File: src/rtl/core/lesf_pkg.sv
// Package for the largest empty square finder.
// Holds widths, register indexes, stage structs and a small helper function.
// No dependencies.
`timescale 1ns / 1ps

package lesf_pkg;

  localparam int MAX_WIDTH = 1024;
  localparam int MAX_ROWS  = 65536;

  localparam int COL_W  = $clog2(MAX_WIDTH);
  localparam int SIDE_W = $clog2(MAX_WIDTH + 1);
  localparam int ROW_W  = $clog2(MAX_ROWS);
  localparam int BYTE_W = 8;
  localparam int GW_W   = 11;
  localparam int CFG_W  = 11;
  localparam int IDX_W  = 1;

  localparam logic [IDX_W-1:0] REG_GRID_WIDTH    = 1'd0;
  localparam logic [IDX_W-1:0] REG_OBSTACLE_CHAR = 1'd1;

  localparam logic [GW_W-1:0]   GRID_WIDTH_RST    = 11'd1024;
  localparam logic [BYTE_W-1:0] OBSTACLE_CHAR_RST = 8'd111;

  typedef struct packed {
    logic             vld;
    logic             last;
    logic             first;
    logic             blocked;
    logic             gate;
    logic             fwd;
    logic [ROW_W-1:0] row;
    logic [COL_W-1:0] col;
  } cell_ctl_t;

  typedef struct packed {
    logic              vld;
    logic [SIDE_W-1:0] side;
    logic [ROW_W-1:0]  row;
    logic [COL_W-1:0]  col;
  } res_t;

  function automatic logic [ROW_W-1:0] row_inc(input logic [ROW_W-1:0] row);
    logic [ROW_W-1:0] r;
    r = (row == ROW_W'(MAX_ROWS - 1)) ? row : row + ROW_W'(1);
    return r;
  endfunction

endpackage

File: src/rtl/core/lesf_scan.sv
// Scan stage: configuration registers, row/column counters, fill count
// and read issue to the line buffer. Uses lesf_pkg.
`timescale 1ns / 1ps

module lesf_scan (
  input  logic                        clk,
  input  logic                        rst_n,
  input  logic                        cfg_we,
  input  logic [lesf_pkg::IDX_W-1:0]  cfg_index,
  input  logic [lesf_pkg::CFG_W-1:0]  cfg_wdata,
  input  logic                        acc,
  input  logic [lesf_pkg::BYTE_W-1:0] cell_byte,
  input  logic                        last_cell,
  output lesf_pkg::cell_ctl_t         stage,
  output logic                        rd_en,
  output logic [lesf_pkg::COL_W-1:0]  rd_addr
);
  import lesf_pkg::*;

  logic [GW_W-1:0]   width_r;
  logic [BYTE_W-1:0] obst_r;
  logic [COL_W-1:0]  col_r, col_nxt;
  logic [ROW_W-1:0]  row_r, row_nxt;
  logic [SIDE_W-1:0] fill_r, fill_nxt;
  cell_ctl_t         stage_r, stage_nxt;

  logic [SIDE_W-1:0] eff_w;
  logic              wrap_pre, wrap_post;
  logic [COL_W-1:0]  col_eff;
  logic [ROW_W-1:0]  row_eff;
  logic [SIDE_W-1:0] col_inc;

  always_ff @(posedge clk) begin
    if (!rst_n) begin
      width_r <= GRID_WIDTH_RST;
      obst_r  <= OBSTACLE_CHAR_RST;
    end else if (cfg_we) begin
      case (cfg_index)
        REG_GRID_WIDTH:    width_r <= GW_W'(cfg_wdata);
        REG_OBSTACLE_CHAR: obst_r  <= cfg_wdata[BYTE_W-1:0];
        default: ;
      endcase
    end
  end

  always_comb begin
    if (width_r == '0) begin
      eff_w = SIDE_W'(1);
    end else if (width_r > GW_W'(MAX_WIDTH)) begin
      eff_w = SIDE_W'(MAX_WIDTH);
    end else begin
      eff_w = SIDE_W'(width_r);
    end

    wrap_pre  = SIDE_W'(col_r) >= eff_w;
    col_eff   = wrap_pre ? '0 : col_r;
    row_eff   = wrap_pre ? row_inc(row_r) : row_r;
    col_inc   = SIDE_W'(col_eff) + SIDE_W'(1);
    wrap_post = col_inc >= eff_w;

    col_nxt  = col_r;
    row_nxt  = row_r;
    fill_nxt = fill_r;
    if (acc) begin
      if (last_cell) begin
        col_nxt  = '0;
        row_nxt  = '0;
        fill_nxt = '0;
      end else begin
        col_nxt  = wrap_post ? '0 : col_inc[COL_W-1:0];
        row_nxt  = wrap_post ? row_inc(row_eff) : row_eff;
        fill_nxt = (col_inc > fill_r) ? col_inc : fill_r;
      end
    end

    stage_nxt.vld     = acc;
    stage_nxt.last    = last_cell;
    stage_nxt.first   = (col_eff == '0);
    stage_nxt.blocked = (cell_byte == obst_r);
    stage_nxt.gate    = SIDE_W'(col_eff) < fill_r;
    stage_nxt.fwd     = stage_r.vld && (stage_r.col == col_eff);
    stage_nxt.row     = row_eff;
    stage_nxt.col     = col_eff;
  end

  always_ff @(posedge clk) begin
    if (!rst_n) begin
      col_r       <= '0;
      row_r       <= '0;
      fill_r      <= '0;
      stage_r.vld <= 1'b0;
    end else begin
      col_r   <= col_nxt;
      row_r   <= row_nxt;
      fill_r  <= fill_nxt;
      stage_r <= stage_nxt;
    end
  end

  assign stage   = stage_r;
  assign rd_en   = acc;
  assign rd_addr = col_eff;

endmodule

File: config.mk
export PLATFORM = sky130hd
export DESIGN_NAME = lesf_scan
export DESIGN_NICKNAME = d
export VERILOG_FILES = /design/src/rtl/core/lesf_pkg.sv /design/src/rtl/core/lesf_scan.sv
export SDC_FILE = /design/constraint.sdc
export NUM_CORES = 1
export LEC_CHECK = 0
export ABC_AREA = 1
export BUFFER_PORTS_ARGS = -buffer_cell sky130_fd_sc_hd__buf_2
export CORE_UTILIZATION = 30
export CTS_CLUSTER_DIAMETER = 40
export CTS_CLUSTER_SIZE = 40
export DETAILED_ROUTE_END_ITERATION = 12
export PLACE_DENSITY = 0.43
export SYNTH_ARGS = -nofsm -noshare
export SYNTH_HDL_FRONTEND = slang
export SYNTH_SLANG_ARGS = --single-unit
File: constraint.sdc
create_clock -name clk -period 7.2 [get_ports clk]
set_clock_uncertainty 0.2 [all_clocks]
set_input_delay 1.44 -clock clk [delete_from_list [all_inputs] [get_ports clk]]
set_output_delay 1.44 -clock clk [all_outputs]
set_load 0.01 [all_outputs]
==> After elaboration in Yosys (flattened, before gate mapping) <==
Index checks and enable logic that the tools add are counted.
Widths: inputs -> output; s select.
{ "word_totals": {"reg_bits": 88, "output_inout_bits": 43} }
{ "op_classes": {"n_addsub": 3, "n_lt_le_gt_ge": 5, "eq_ne": 4, "muxes": 12, "bitwise": 1, "n_reduce_logical": 7} }
{ "op_table": {"columns": ["operator", "count"], "rows": [
  ["$mux 16", 5],
  ["$mux 11", 4],
  ["$add 16x1->16 const B", 2],
  ["$eq 16x16->1 const B", 2],
  ["$mux 10", 3],
  ["$add 10x1->11 const B", 1],
  ["$ge 10x11->1", 1],
  ["$ge 11x11->1", 1],
  ["$gt 11x11->1", 1],
  ["$gt 11x11->1 const B", 1],
  ["$logic_not 11->1", 1],
  ["$lt 10x11->1", 1],
  ["$eq 10x10->1", 1],
  ["$logic_not 10->1", 1],
  ["$eq 8x8->1", 1],
  ["$reduce_and 2->1", 3],
  ["$reduce_bool 2->1", 1],
  ["$logic_and 1x1->1", 1],
  ["$not 1->1", 1]
]} }

==> Depth between registers and ports, before layout <==
Gate-level depths: netlist of the first run.
{ "logic_depth": {"word_depth": 9, "depth_mapped": 38} }

==> Worst setup path before layout of the first run <==
No wires, ideal clock.
{ "synth_timing": {"path_type": "reg2reg", "start": "register width_r[4]", "end": "register col_r[3]", "arrival_ns": 5.011, "required_time_ns": 6.929, "slack_ns": 1.918, "path_stages_with_launch": 34, "n_path_buf": 2, "synth_period_minus_slack_ns": 5.282, "cell_sequence": "dfxtp_1 > nor4_1 > inv_1 > nor4_1 > a21oi_1 > inv_1 > nand2_1 > ha_1 > nand2_1 > inv_1 > a21oi_1 > nand2_1 > a21oi_2 > buf_4 > nand2_1 > inv_1 > ha_1 > nand2_2 > nor2_4 > nand4_1 > nor2_1 > nand2_1 > nand2_1 > inv_2 > ha_1 > a21oi_1 > o21a_1 > nand3_1 > nor2_1 > clkinv_1 > clkbuf_1 > nor2_1 > nand3_1 > a21oi_1"} }
{ "synth_rtl": {"columns": ["element", "line", "text"], "rows": [
  ["start, declared", "lesf_scan.sv:20", "logic [GW_W-1:0] width_r;"],
  ["start signal, assigned", "lesf_scan.sv:39", "REG_GRID_WIDTH: width_r <= GW_W'(cfg_wdata);"],
  ["end signal, assigned", "lesf_scan.sv:93", "col_r <= col_nxt;"],
  ["end, declared", "lesf_scan.sv:22", "logic [COL_W-1:0] col_r, col_nxt;"]
]} }

==> Worst setup path in the final report of the first run <==
{ "layout_timing": {"start": "register width_r[4]", "end": "register col_r[9]"} }
{ "layout_between": {"elab_chain_cells": 9, "elab_cells_between_ends": 10, "cone_classes": "add/sub: 1; order compare: 3; mux: 5; reduce/logical: 1"} }
{ "layout_rtl": {"columns": ["element", "line", "text"], "rows": [
  ["$gt 11x11->1", "lesf_scan.sv:49", "end else if (width_r > GW_W'(MAX_WIDTH)) begin"],
  ["$mux 11", "lesf_scan.sv:49", null],
  ["$mux 11 *", "lesf_scan.sv:47", "if (width_r == '0) begin"],
  ["$ge 10x11->1", "lesf_scan.sv:55", "wrap_pre = SIDE_W'(col_r) >= eff_w;"],
  ["$mux 10", "lesf_scan.sv:56", "col_eff = wrap_pre ? '0 : col_r;"],
  ["$add 10x1->11", "lesf_scan.sv:58", "col_inc = SIDE_W'(col_eff) + SIDE_W'(1);"],
  ["$ge 11x11->1", "lesf_scan.sv:59", "wrap_post = col_inc >= eff_w;"],
  ["$mux 10 *", "lesf_scan.sv:70", "col_nxt = wrap_post ? '0 : col_inc[COL_W-1:0];"],
  ["$mux 10 *", "lesf_scan.sv:65", "if (last_cell) begin"]
]} }
Mark *: on every way between the ends. The rest lies on a longest branch, timed or not.
A chain may end at the register's enable or synchronous reset.

==> flow_results.xml, run 1 <==
<?xml version="1.0" encoding="UTF-8"?>
<metrics>
  <group name="timing">
    <metric name="fin_crit" unit="ps">6350</metric>
    <metric name="max_clock_freq" unit="MHz">157</metric>
    <metric name="final-setup-viol-count" unit="">0</metric>
    <metric name="maxSlewHeadroom" unit="%">30.7</metric>
    <metric name="unrepaired_setup_endpoints_after_global_routing" unit="">no</metric>
    <metric name="finalSetupTns" unit="ps">0</metric>
    <metric name="final_period_util" unit="%">88.2</metric>
    <metric name="worstMarginPinSlew" unit="ps">1040</metric>
    <metric name="timing_max_transition_violations_final" unit="">0</metric>
    <metric name="endpoints_failing_hold" unit="">0</metric>
  </group>
  <group name="cts">
    <metric name="clock_sinks" unit="">88</metric>
    <metric name="cts.htree.levels" unit="">3</metric>
    <metric name="cts_made_buffers" unit="">9</metric>
    <metric name="cts_resized" unit="">0</metric>
    <metric name="clock_tree.buffer_depth" unit="">2</metric>
    <metric name="cts.reportedPaths.clkPinSlew" unit="ps">70</metric>
    <metric name="clock_insertion_delay_worst_skew" unit="ps">350</metric>
    <metric name="clock_tree_from_tritoncts" unit="">built</metric>
    <metric name="clock-root-buffer" unit="">sky130_fd_sc_hd__clkbuf_16</metric>
    <metric name="cts.repair_timing.setup_buffer_count" unit="">0</metric>
    <metric name="post_cts_hold_buffer_count" unit="">0</metric>
  </group>
  <group name="logic_synthesis">
    <metric name="post_synth_inst_count" unit="">849</metric>
    <metric name="yosys_register_bits" unit="">88</metric>
    <metric name="synth_ff_type" unit="">sky130_fd_sc_hd__dfxtp_1</metric>
    <metric name="synthesis.nets" unit="">919</metric>
    <metric name="synth_warnings" unit="">0</metric>
    <metric name="netlist_area" unit="um2">6190</metric>
    <metric name="post_synth.cell_area_avg" unit="um2">7.29</metric>
    <metric name="number_of_enable_flip_flop_cells_after_synthesis" unit="">31</metric>
    <metric name="ys_seq_area_share" unit="%">33.5</metric>
    <metric name="synth_cell_type_count" unit="">50</metric>
    <metric name="share_of_synthesized_registers_carrying_an_async_set_or_reset" unit="%">0</metric>
  </group>
  <group name="worst_setup_path">
    <metric name="path_common_cell" unit="">sky130_fd_sc_hd__nand2_1</metric>
    <metric name="slowest_stage" unit="">sky130_fd_sc_hd__nor2_1</metric>
    <metric name="path_max_fanout" unit="">17</metric>
    <metric name="worst_stage_delay_on_the_critical_path" unit="ps">490</metric>
    <metric name="crit-reg2reg-launch" unit="">width_r[4]</metric>
    <metric name="setup.worst_path.end_class" unit="">flip-flop</metric>
    <metric name="crit_required" unit="ps">7280</metric>
    <metric name="r2r_cells" unit="">33</metric>
    <metric name="worstSetupStartpointType" unit="">flip-flop</metric>
    <metric name="worst_r2r_endpoint" unit="">col_r[9]</metric>
    <metric name="reg2reg_slack" unit="ps">850</metric>
    <metric name="cp_data_arrival_time" unit="ps">6430</metric>
    <metric name="timing.setup.critical_path_class" unit="">reg -&gt; reg</metric>
  </group>
  <group name="min_path">
    <metric name="hold_path.startpoint" unit="">fill_r[2]</metric>
    <metric name="hold-path-cell-count" unit="">2</metric>
    <metric name="min-delay-path-class" unit="">reg -&gt; reg</metric>
    <metric name="whs_endpoint" unit="">fill_r[2]</metric>
  </group>
  <group name="finish">
    <metric name="layout.cells.most_common_list" unit="">sky130_fd_sc_hd__nand2_1 (227), sky130_fd_sc_hd__nor2_1 (80), sky130_fd_sc_hd__inv_1 (80)</metric>
    <metric name="leading_cell_type_in_the_layout_fill_and_taps_excluded" unit="">sky130_fd_sc_hd__nand2_1</metric>
    <metric name="layout.area.seq" unit="um2">2070</metric>
    <metric name="finalNetCount" unit="">982</metric>
    <metric name="final_core_area_utilization" unit="%">35.0</metric>
    <metric name="synthToLayoutAreaGrowth" unit="%">14.5</metric>
    <metric name="stdcell_count" unit="">1187</metric>
    <metric name="multi_input_area" unit="um2">3570</metric>
    <metric name="final_design_area_no_fill" unit="um2">7090</metric>
    <metric name="drive_above_1_share" unit="%">19.7</metric>
    <metric name="antenna-diode-count" unit="">0</metric>
    <metric name="fill_cells" unit="">2217</metric>
  </group>
  <group name="placed_design">
    <metric name="detailed_place.area" unit="um2">6780</metric>
    <metric name="placedCellCount" unit="">1171</metric>
    <metric name="portBuffers" unit="">67</metric>
    <metric name="routability_congestion_estimate" unit="">0.751</metric>
    <metric name="dp_hpwl" unit="um">13100</metric>
  </group>
  <group name="run_status">
    <metric name="status" unit="">finished clean</metric>
  </group>
  <group name="floorplanning">
    <metric name="rows" unit="">52</metric>
    <metric name="floorplan.die_area" unit="um2">21200</metric>
    <metric name="floorplan.initialDensity" unit="%">30.6</metric>
    <metric name="pin_count" unit="">68</metric>
    <metric name="die_height" unit="um">146</metric>
    <metric name="die_w" unit="um">146</metric>
    <metric name="coreArea" unit="um2">20200</metric>
  </group>
  <group name="global_route">
    <metric name="first_global_vias" unit="">5309</metric>
    <metric name="grt_max_degree" unit="">54</metric>
    <metric name="grt_antenna_before_repair" unit="">0</metric>
    <metric name="grt_usage" unit="%">17.0</metric>
    <metric name="grt_pass1_wl" unit="um">28200</metric>
    <metric name="grt_remaining_overflow" unit="">0</metric>
  </group>
  <group name="pwr">
    <metric name="static-leakage-power" unit="nW">3.22</metric>
    <metric name="power-per-cell-area" unit="nW/um2">188</metric>
    <metric name="vdd_drop_max" unit="mV">0.117</metric>
  </group>
  <group name="route">
    <metric name="remaining_drc_errors" unit="">0</metric>
    <metric name="drt_wl_total" unit="um">17100</metric>
    <metric name="remaining_antenna_violation_count" unit="">0</metric>
    <metric name="drt_iter0_markers" unit="">256</metric>
    <metric name="dr_total_vias" unit="">5457</metric>
    <metric name="drtPass1Iterations" unit="">4</metric>
    <metric name="avgRoutedWirePerCell" unit="um">14.4</metric>
    <metric name="routed_via_density" unit="">4.60</metric>
  </group>
  <group name="run">
    <metric name="drv.max_cap_violation_count" unit="">0</metric>
  </group>
</metrics>
[Yosys cell counts (6+ instances only)]
cell type | n | share of area (%)
sky130_fd_sc_hd__xnor2_1 | 6 | 0.85
sky130_fd_sc_hd__a21oi_2 | 6 | 0.85
sky130_fd_sc_hd__inv_2 | 14 | 0.85
sky130_fd_sc_hd__nand4_1 | 17 | 1.7
sky130_fd_sc_hd__edfxtp_1 | 31 | 15
sky130_fd_sc_hd__nand2_1 | 227 | 14
sky130_fd_sc_hd__a21oi_1 | 59 | 4.8
sky130_fd_sc_hd__nor2_4 | 8 | 1.5
sky130_fd_sc_hd__nand3_1 | 64 | 5.2
sky130_fd_sc_hd__o21ai_0 | 28 | 2.3
sky130_fd_sc_hd__inv_1 | 80 | 4.9
sky130_fd_sc_hd__nand2_4 | 7 | 1.3
sky130_fd_sc_hd__nor2_1 | 80 | 4.9
sky130_fd_sc_hd__nor4_1 | 6 | 0.61
sky130_fd_sc_hd__nor2_2 | 17 | 1.7
sky130_fd_sc_hd__nand2_2 | 19 | 1.9
sky130_fd_sc_hd__clkbuf_1 | 9 | 0.55
sky130_fd_sc_hd__xor2_1 | 11 | 1.6
sky130_fd_sc_hd__ha_1 | 45 | 9.1
sky130_fd_sc_hd__buf_4 | 12 | 1.5
sky130_fd_sc_hd__dfxtp_1 | 57 | 18
[how the worst max path moves through the flow]
stage / end / from
after global routing: col_r[9] / width_r[4]
after global placement: col_r[6] / width_r[4]
after detailed placement: col_r[9] / width_r[4]
after floorplan: col_r[3] / width_r[4]
after CTS: col_r[9] / width_r[4]
final: col_r[9] / width_r[4]
[cell families (layout without fill, tap and decap cells)]
| logic type | after synthesis | after routing | share of synthesized area (%) |
|---|---|---|---|
| buf+inv | 125 | 193 | 8.79 |
| xor+xnor | 17 | 17 | 2.40 |
| flops | 88 | 88 | 33.5 |
| compound gates | 114 | 114 | 10.7 |
| simple gates | 460 | 460 | 35.6 |
| fa+ha+maj | 45 | 45 | 9.09 |
[area by class of cell]
| class | instances | area share [%] |
|---|---|---|
| sequential | 88 | 29.2 |
| clock inverter | 3 | 0.300 |
| timing repair buffer | 78 | 5.90 |
| clock buffer | 13 | 3.99 |
| inverter | 99 | 5.35 |
| tap | 270 | 4.77 |
| multi-input combinational | 636 | 50.5 |
[power by group]
part           leakage (nW)  internal (mW)  switching [mW]
registers             0.783          0.548          0.0178
logic                  2.29         0.0878           0.181
clock network         0.146          0.277           0.218
total                  3.22          0.913           0.417
[metrics by stage]
step / power, mW / hold slack (ps) / setup slack, ps
final: 1.33 / 261 / 846
after global routing: 1.40 / 278 / 92.7
after CTS: 1.35 / 265 / 832
after detailed placement: 0.850 / 253 / 870
after global placement: 0.852 / 250 / 1000
after floorplan: 0.771 / 241 / 1920
[critical path, delay by kind of cell (launching register included)]
family | cells | cell delay [ps]
and+or+nand+nor | 16 | 2890
buffers and inverters | 8 | 1190
adders and majority gates | 3 | 840
AOI/OAI and AO/OA | 6 | 810
DFF | 1 | 320
[flip-flops by register name, indices dropped and copies added, names as in the netlist]
| name | cells |
|---|---|
| stage | 32 |
| row_r | 16 |
| fill_r | 11 |
| width_r | 11 |
| col_r | 10 |
| obst_r | 8 |
[routing by layer]
| layer | global-route usage [%] | share of wire (%) | vias up |
|---|---|---|---|
| li1 | - | - | 2905 |
| met1 | 22.6 | 49 | 2477 |
| met2 | 28.4 | 47 | 60 |
| met3 | 1.88 | 1.9 | 15 |
| met4 | 5.84 | 1.6 | 0 |
| met5 | 0 | 0 | - |
(Power assumes the default switching activity.)
==> run 2: changes to the inputs <==
--- a/config.mk
+++ b/config.mk
@@ -7,11 +7,11 @@
 export LEC_CHECK = 0
 export ABC_AREA = 1
 export BUFFER_PORTS_ARGS = -buffer_cell sky130_fd_sc_hd__buf_2
-export CORE_UTILIZATION = 30
+export CORE_UTILIZATION = 55
 export CTS_CLUSTER_DIAMETER = 40
 export CTS_CLUSTER_SIZE = 40
 export DETAILED_ROUTE_END_ITERATION = 12
-export PLACE_DENSITY = 0.43
+export PLACE_DENSITY = 0.73
 export SYNTH_ARGS = -nofsm -noshare
 export SYNTH_HDL_FRONTEND = slang
 export SYNTH_SLANG_ARGS = --single-unit
==> constraint.sdc (replaced) <==
create_clock -name clk -period 7.6 [get_ports clk]
set_clock_uncertainty 0.2 [all_clocks]
set_input_delay 1.52 -clock clk [delete_from_list [all_inputs] [get_ports clk]]
set_output_delay 1.52 -clock clk [all_outputs]
set_load 0.01 [all_outputs]
==> flow_results.xml, run 2 (same netlist as run 1, synthesis figures left out) <==
<?xml version="1.0" encoding="UTF-8"?>
<metrics>
  <group name="finish">
    <metric name="leading_cell_type_in_the_layout_fill_and_taps_excluded" unit="">sky130_fd_sc_hd__nand2_1</metric>
    <metric name="antenna-diode-count" unit="">0</metric>
    <metric name="finalNetCount" unit="">976</metric>
    <metric name="final_core_area_utilization" unit="%">62.1</metric>
    <metric name="drive_above_1_share" unit="%">19.2</metric>
    <metric name="layout.cells.most_common_list" unit="">sky130_fd_sc_hd__nand2_1 (227), sky130_fd_sc_hd__nor2_1 (80), sky130_fd_sc_hd__inv_1 (80)</metric>
    <metric name="final_design_area_no_fill" unit="um2">6760</metric>
    <metric name="max_reg_flops" unit="">32</metric>
    <metric name="synthToLayoutAreaGrowth" unit="%">9.24</metric>
    <metric name="fill_cells" unit="">983</metric>
    <metric name="stdcell_count" unit="">1051</metric>
  </group>
  <group name="global_route">
    <metric name="first_global_vias" unit="">5440</metric>
    <metric name="grt_usage" unit="%">28.1</metric>
    <metric name="grt_max_degree" unit="">54</metric>
    <metric name="grt_remaining_overflow" unit="">0</metric>
    <metric name="grt_pass1_wl" unit="um">25500</metric>
    <metric name="grt_antenna_before_repair" unit="">0</metric>
  </group>
  <group name="worst_setup_path">
    <metric name="worst_stage_delay_on_the_critical_path" unit="ps">490</metric>
    <metric name="worst-path-stages" unit="">32</metric>
    <metric name="crit-reg2reg-launch" unit="">width_r[4]</metric>
    <metric name="timing.setup.critical_path_class" unit="">reg -&gt; reg</metric>
    <metric name="worstSetupStartpointType" unit="">flip-flop</metric>
    <metric name="worst_r2r_endpoint" unit="">col_r[9]</metric>
    <metric name="path_max_fanout" unit="">17</metric>
    <metric name="cp_data_arrival_time" unit="ps">6750</metric>
    <metric name="path_common_cell" unit="">sky130_fd_sc_hd__nand2_1</metric>
    <metric name="r2r_cells" unit="">32</metric>
    <metric name="setup.worst_path.end_class" unit="">flip-flop</metric>
    <metric name="slowest_stage" unit="">sky130_fd_sc_hd__a21oi_2</metric>
    <metric name="crit_required" unit="ps">7720</metric>
    <metric name="reg2reg_slack" unit="ps">970</metric>
    <metric name="worst-path-buf-inv" unit="">6</metric>
    <metric name="worst_path_dominant_cell_family" unit="">simple AND/OR/NAND/NOR gates</metric>
  </group>
  <group name="pwr">
    <metric name="power.switching_fraction" unit="%">32.6</metric>
    <metric name="vdd_drop_max" unit="mV">0.115</metric>
    <metric name="power-per-cell-area" unit="nW/um2">165</metric>
    <metric name="static-leakage-power" unit="nW">3.14</metric>
    <metric name="seq_power_share" unit="%">48.0</metric>
    <metric name="power.net_switching" unit="uW">364</metric>
    <metric name="power_report.internal_total" unit="uW">753</metric>
    <metric name="combinationalPowerShare" unit="%">22.6</metric>
    <metric name="power_frac_clock" unit="%">29.4</metric>
  </group>
  <group name="route">
    <metric name="avgRoutedWirePerCell" unit="um">14.6</metric>
    <metric name="drtPass1Iterations" unit="">7</metric>
    <metric name="routed_via_density" unit="">5.51</metric>
    <metric name="drt_iter0_markers" unit="">424</metric>
    <metric name="dr_total_vias" unit="">5788</metric>
    <metric name="drt_wl_total" unit="um">15300</metric>
    <metric name="remaining_drc_errors" unit="">0</metric>
    <metric name="remaining_antenna_violation_count" unit="">0</metric>
  </group>
  <group name="min_path">
    <metric name="min-delay-path-class" unit="">reg -&gt; reg</metric>
    <metric name="whs_endpoint" unit="">fill_r[4]</metric>
    <metric name="hold-path-cell-count" unit="">2</metric>
    <metric name="hold_path.startpoint" unit="">fill_r[4]</metric>
  </group>
  <group name="floorplanning">
    <metric name="rows" unit="">38</metric>
    <metric name="coreArea" unit="um2">10900</metric>
    <metric name="pin_count" unit="">68</metric>
    <metric name="floorplan.die_area" unit="um2">11700</metric>
    <metric name="die_height" unit="um">108</metric>
    <metric name="floorplan.initialDensity" unit="%">56.9</metric>
    <metric name="die_w" unit="um">108</metric>
  </group>
  <group name="timing">
    <metric name="final_period_util" unit="%">87.2</metric>
    <metric name="maxSlewHeadroom" unit="%">33.3</metric>
    <metric name="unrepaired_setup_endpoints_after_global_routing" unit="">no</metric>
    <metric name="max_clock_freq" unit="MHz">151</metric>
    <metric name="fin_crit" unit="ps">6630</metric>
    <metric name="final-setup-viol-count" unit="">0</metric>
    <metric name="endpoints_failing_hold" unit="">0</metric>
    <metric name="finalSetupTns" unit="ps">0</metric>
    <metric name="timing_max_transition_violations_final" unit="">0</metric>
    <metric name="worstMarginPinSlew" unit="ps">996</metric>
  </group>
  <group name="cts">
    <metric name="cts_made_buffers" unit="">9</metric>
    <metric name="cts.repair_timing.setup_buffer_count" unit="">0</metric>
    <metric name="clock_tree_from_tritoncts" unit="">built</metric>
    <metric name="clock-root-buffer" unit="">sky130_fd_sc_hd__clkbuf_8</metric>
    <metric name="cts.reportedPaths.clkPinSlew" unit="ps">90</metric>
    <metric name="post_cts_hold_buffer_count" unit="">0</metric>
    <metric name="clock_tree.buffer_depth" unit="">2</metric>
    <metric name="clock_sinks" unit="">88</metric>
    <metric name="cts_resized" unit="">0</metric>
    <metric name="cts.htree.levels" unit="">3</metric>
    <metric name="clock_insertion_delay_worst_skew" unit="ps">390</metric>
  </group>
  <group name="placed_design">
    <metric name="placedCellCount" unit="">1035</metric>
    <metric name="routability_congestion_estimate" unit="">0.880</metric>
    <metric name="portBuffers" unit="">67</metric>
    <metric name="dp_hpwl" unit="um">11700</metric>
    <metric name="detailed_place.area" unit="um2">6570</metric>
  </group>
  <group name="run">
    <metric name="drv.max_cap_violation_count" unit="">0</metric>
  </group>
  <group name="run_status">
    <metric name="status" unit="">finished clean</metric>
  </group>
</metrics>
[run 2: worst reg2reg max path, delay by kind of cell, from the launching register on]
kind                     cells  cell delay (ps)
AND/OR/NAND/NOR             17             3010
AO/OA/AOI/OAI                6             1180
buffers and inverters        6             1000
adder cells (fa/ha/maj)      3              860
flip-flops                   1              330
[run 2: worst max path at each step]
| stage | start | to | slack (ps) |
|---|---|---|---|
| global route | width_r[4] | col_r[5] | 420 |
| finish | width_r[4] | col_r[9] | 970 |
| detailed placement | width_r[4] | col_r[9] | 1090 |
| CTS | width_r[4] | col_r[9] | 1080 |
| global placement | width_r[4] | col_r[9] | 1390 |
| floorplan | width_r[4] | col_r[3] | 2320 |
[run 2: area by class of cell]
cell class                      instances  area, um2  share of cell area [%]
Multi-Input combinational cell        636       3570                    52.9
Sequential cell                        88       2070                    30.6
Inverter                               99        379                    5.61
Timing Repair Buffer                   72        373                    5.51
Tap cell                              140        175                    2.59
Clock buffer                           10        128                    1.89
Clock inverter                          6       61.3                   0.907
[run 2: power groups by stage]
stage / registers (mW) / logic (mW) / clock network, mW
2_1_floorplan: 0.552 / 0.178 / 0
3_3_place_gp: 0.546 / 0.244 / 0
3_5_place_dp: 0.547 / 0.250 / 0
4_1_cts: 0.536 / 0.250 / 0.331
5_1_grt: 0.541 / 0.282 / 0.348
6_report: 0.536 / 0.252 / 0.328
[run 2: metal layers]
layer  wire length (um)  GRT usage, %  vias up
met5                  0             0        -
met4                331          11.9        0
met3               1030          4.88       27
met2               7150          46.3      223
met1               6830          36.1     2642
li1                   -             -     2896
[run 2: per-stage QoR]
stage	total power [mW]	worst slack (ps)	hold WS, ps
after floorplan	0.730	2320	241
after global routing	1.17	417	295
after detailed placement	0.796	1090	257
after global placement	0.790	1390	252
final	1.12	973	270
after CTS	1.12	1080	272
==> run 3: changes to the inputs <==
--- a/config.mk
+++ b/config.mk
@@ -11,7 +11,8 @@
 export CTS_CLUSTER_DIAMETER = 40
 export CTS_CLUSTER_SIZE = 40
 export DETAILED_ROUTE_END_ITERATION = 12
-export PLACE_DENSITY = 0.73
+export GPL_TIMING_DRIVEN = 0
+export PLACE_DENSITY = 0.79
 export SYNTH_ARGS = -nofsm -noshare
 export SYNTH_HDL_FRONTEND = slang
 export SYNTH_SLANG_ARGS = --single-unit
==> flow_results.xml, run 3 (same netlist as run 1, synthesis figures left out) <==
<?xml version="1.0" encoding="UTF-8"?>
<metrics>
  <group name="run_status">
    <metric name="status" unit="">finished clean</metric>
  </group>
  <group name="route">
    <metric name="remaining_antenna_violation_count" unit="">0</metric>
    <metric name="drt_wl_total" unit="um">15100</metric>
    <metric name="routed_via_density" unit="">5.36</metric>
    <metric name="route.top_layer_used" unit="">met4</metric>
    <metric name="avgRoutedWirePerCell" unit="um">14.1</metric>
    <metric name="met2_length" unit="um">6560</metric>
    <metric name="drt_iter0_markers" unit="">485</metric>
    <metric name="dr_total_vias" unit="">5747</metric>
    <metric name="drtPass1Iterations" unit="">5</metric>
    <metric name="wl_met3" unit="um">1040</metric>
    <metric name="met1Wirelength" unit="um">7210</metric>
    <metric name="remaining_drc_errors" unit="">0</metric>
  </group>
  <group name="placed_design">
    <metric name="routability_congestion_estimate" unit="">0.917</metric>
    <metric name="portBuffers" unit="">67</metric>
    <metric name="dp_hpwl" unit="um">11700</metric>
  </group>
  <group name="floorplanning">
    <metric name="die_w" unit="um">108</metric>
    <metric name="floorplan.die_area" unit="um2">11700</metric>
    <metric name="floorplan.initialDensity" unit="%">56.9</metric>
    <metric name="die_height" unit="um">108</metric>
    <metric name="pin_count" unit="">68</metric>
    <metric name="coreArea" unit="um2">10900</metric>
    <metric name="rows" unit="">38</metric>
  </group>
  <group name="pwr">
    <metric name="static-leakage-power" unit="nW">3.19</metric>
    <metric name="vdd_drop_max" unit="mV">0.0860</metric>
    <metric name="design_power_total" unit="mW">1.09</metric>
    <metric name="power-per-cell-area" unit="nW/um2">158</metric>
  </group>
  <group name="cts">
    <metric name="post_cts_hold_buffer_count" unit="">0</metric>
    <metric name="cts_made_buffers" unit="">9</metric>
    <metric name="cts_resized" unit="">0</metric>
    <metric name="clock_tree.buffer_depth" unit="">2</metric>
    <metric name="cts.htree.levels" unit="">3</metric>
    <metric name="clock_sinks" unit="">88</metric>
    <metric name="cts.reportedPaths.clkPinSlew" unit="ps">90</metric>
    <metric name="cts.repair_timing.setup_buffer_count" unit="">0</metric>
    <metric name="clock_tree_from_tritoncts" unit="">built</metric>
    <metric name="clock_insertion_delay_worst_skew" unit="ps">370</metric>
    <metric name="clock-root-buffer" unit="">sky130_fd_sc_hd__clkbuf_8</metric>
  </group>
  <group name="finish">
    <metric name="max_reg_flops" unit="">32</metric>
    <metric name="drive_above_1_share" unit="%">20.0</metric>
    <metric name="final_core_area_utilization" unit="%">63.1</metric>
    <metric name="antenna-diode-count" unit="">0</metric>
    <metric name="synthToLayoutAreaGrowth" unit="%">10.9</metric>
    <metric name="leading_cell_type_in_the_layout_fill_and_taps_excluded" unit="">sky130_fd_sc_hd__nand2_1</metric>
    <metric name="finalNetCount" unit="">997</metric>
    <metric name="layout.cells.most_common_list" unit="">sky130_fd_sc_hd__nand2_1 (227), sky130_fd_sc_hd__nor2_1 (80), sky130_fd_sc_hd__inv_1 (80)</metric>
  </group>
  <group name="timing">
    <metric name="unrepaired_setup_endpoints_after_global_routing" unit="">no</metric>
    <metric name="max_clock_freq" unit="MHz">143</metric>
    <metric name="final_period_util" unit="%">92.2</metric>
    <metric name="worstMarginPinSlew" unit="ps">817</metric>
    <metric name="finalSetupTns" unit="ps">0</metric>
    <metric name="timing_max_transition_violations_final" unit="">0</metric>
    <metric name="final-setup-viol-count" unit="">0</metric>
    <metric name="maxSlewHeadroom" unit="%">45.5</metric>
    <metric name="fin_crit" unit="ps">7010</metric>
    <metric name="endpoints_failing_hold" unit="">0</metric>
  </group>
  <group name="run">
    <metric name="drv.max_cap_violation_count" unit="">0</metric>
  </group>
  <group name="global_route">
    <metric name="first_global_vias" unit="">4994</metric>
    <metric name="grt_remaining_overflow" unit="">0</metric>
    <metric name="grt_max_degree" unit="">36</metric>
    <metric name="grt_antenna_before_repair" unit="">0</metric>
    <metric name="grt_usage" unit="%">27.1</metric>
    <metric name="grt_pass1_wl" unit="um">24400</metric>
  </group>
  <group name="min_path">
    <metric name="min-delay-path-class" unit="">reg -&gt; reg</metric>
    <metric name="hold_path.startpoint" unit="">fill_r[6]</metric>
    <metric name="hold-path-cell-count" unit="">2</metric>
    <metric name="whs_endpoint" unit="">fill_r[6]</metric>
  </group>
  <group name="worst_setup_path">
    <metric name="crit-reg2reg-launch" unit="">width_r[4]</metric>
    <metric name="setup.worst_path.end_class" unit="">flip-flop</metric>
    <metric name="timing.setup.critical_path_class" unit="">reg -&gt; reg</metric>
    <metric name="worstSetupStartpointType" unit="">flip-flop</metric>
    <metric name="path_max_fanout" unit="">10</metric>
    <metric name="worst_stage_delay_on_the_critical_path" unit="ps">590</metric>
    <metric name="slowest_stage" unit="">sky130_fd_sc_hd__nor2_1</metric>
    <metric name="r2r_cells" unit="">30</metric>
    <metric name="reg2reg_slack" unit="ps">590</metric>
    <metric name="cp_data_arrival_time" unit="ps">7110</metric>
    <metric name="crit_required" unit="ps">7700</metric>
    <metric name="worst_r2r_endpoint" unit="">col_r[9]</metric>
  </group>
</metrics>
-- run 3: cell count changes in the layout (fill, tap and decap cells not counted) --
cell / before / now
sky130_fd_sc_hd__buf_8: 0 / 1
sky130_fd_sc_hd__clkinvlp_4: 0 / 2
sky130_fd_sc_hd__clkinv_4: 3 / 2
sky130_fd_sc_hd__clkinv_1: 4 / 5
sky130_fd_sc_hd__buf_2: 67 / 70
sky130_fd_sc_hd__clkbuf_1: 1 / 10
sky130_fd_sc_hd__bufinv_16: 1 / 0
sky130_fd_sc_hd__clkinv_2: 2 / 1
sky130_fd_sc_hd__buf_4: 5 / 12
sky130_fd_sc_hd__buf_6: 0 / 1
-- run 3: how the worst max path moves through the flow --
stage	startpoint	end	slack (ps)	cells past startpoint
floorplan	width_r[4]	col_r[3]	2320	33
global placement	width_r[4]	col_r[9]	800	30
detailed placement	width_r[4]	col_r[9]	670	30
CTS	width_r[4]	col_r[9]	620	30
global route	width_r[4]	col_r[9]	70	30
finish	width_r[4]	col_r[9]	590	30
-- run 3: through the flow --
stage | instance area [um2] | hold WS [ps] | cells | setup slack, ps
after floorplan | 6190 | 241 | 849 | 2320
after global placement | 6700 | 252 | 1056 | 801
after detailed placement | 6700 | 261 | 1056 | 675
after CTS | 6870 | 274 | 1072 | 622
after global routing | 6870 | 309 | 1072 | 68.7
final | 6870 | 270 | 1072 | 590
-- run 3: per-layer routing --
layer	up-vias	global-route usage, %
met5	-	0
met4	0	8.81
met3	22	4.28
met2	208	41.4
met1	2582	38.8
li1	2935	-
-- run 3: power by group --
part | switching (mW) | total [mW] | internal, mW
Clock | 0.174 | 0.291 | 0.117
Combinational | 0.172 | 0.259 | 0.0876
Sequential | 0.0162 | 0.535 | 0.519
-- run 3: layout make-up --
cell class              instances  area, um2
fillers                      1003       4020
inverters                      99        379
clock inverters                 6       36.3
plain buffers                  26        165
repair buffers                 67        335
flip-flops and latches         88       2070
clock buffers                  10        128
multi-input cells             636       3570
well taps                     140        175
-- run 3: critical path: cells and delay by family, from the launching register on --
| family | cells | cell delay, ps |
|---|---|---|
| adders and majority gates | 3 | 940 |
| and+or+nand+nor | 14 | 2790 |
| DFF | 1 | 330 |
| AOI/OAI and AO/OA | 7 | 1300 |
| buffers and inverters | 6 | 1360 |
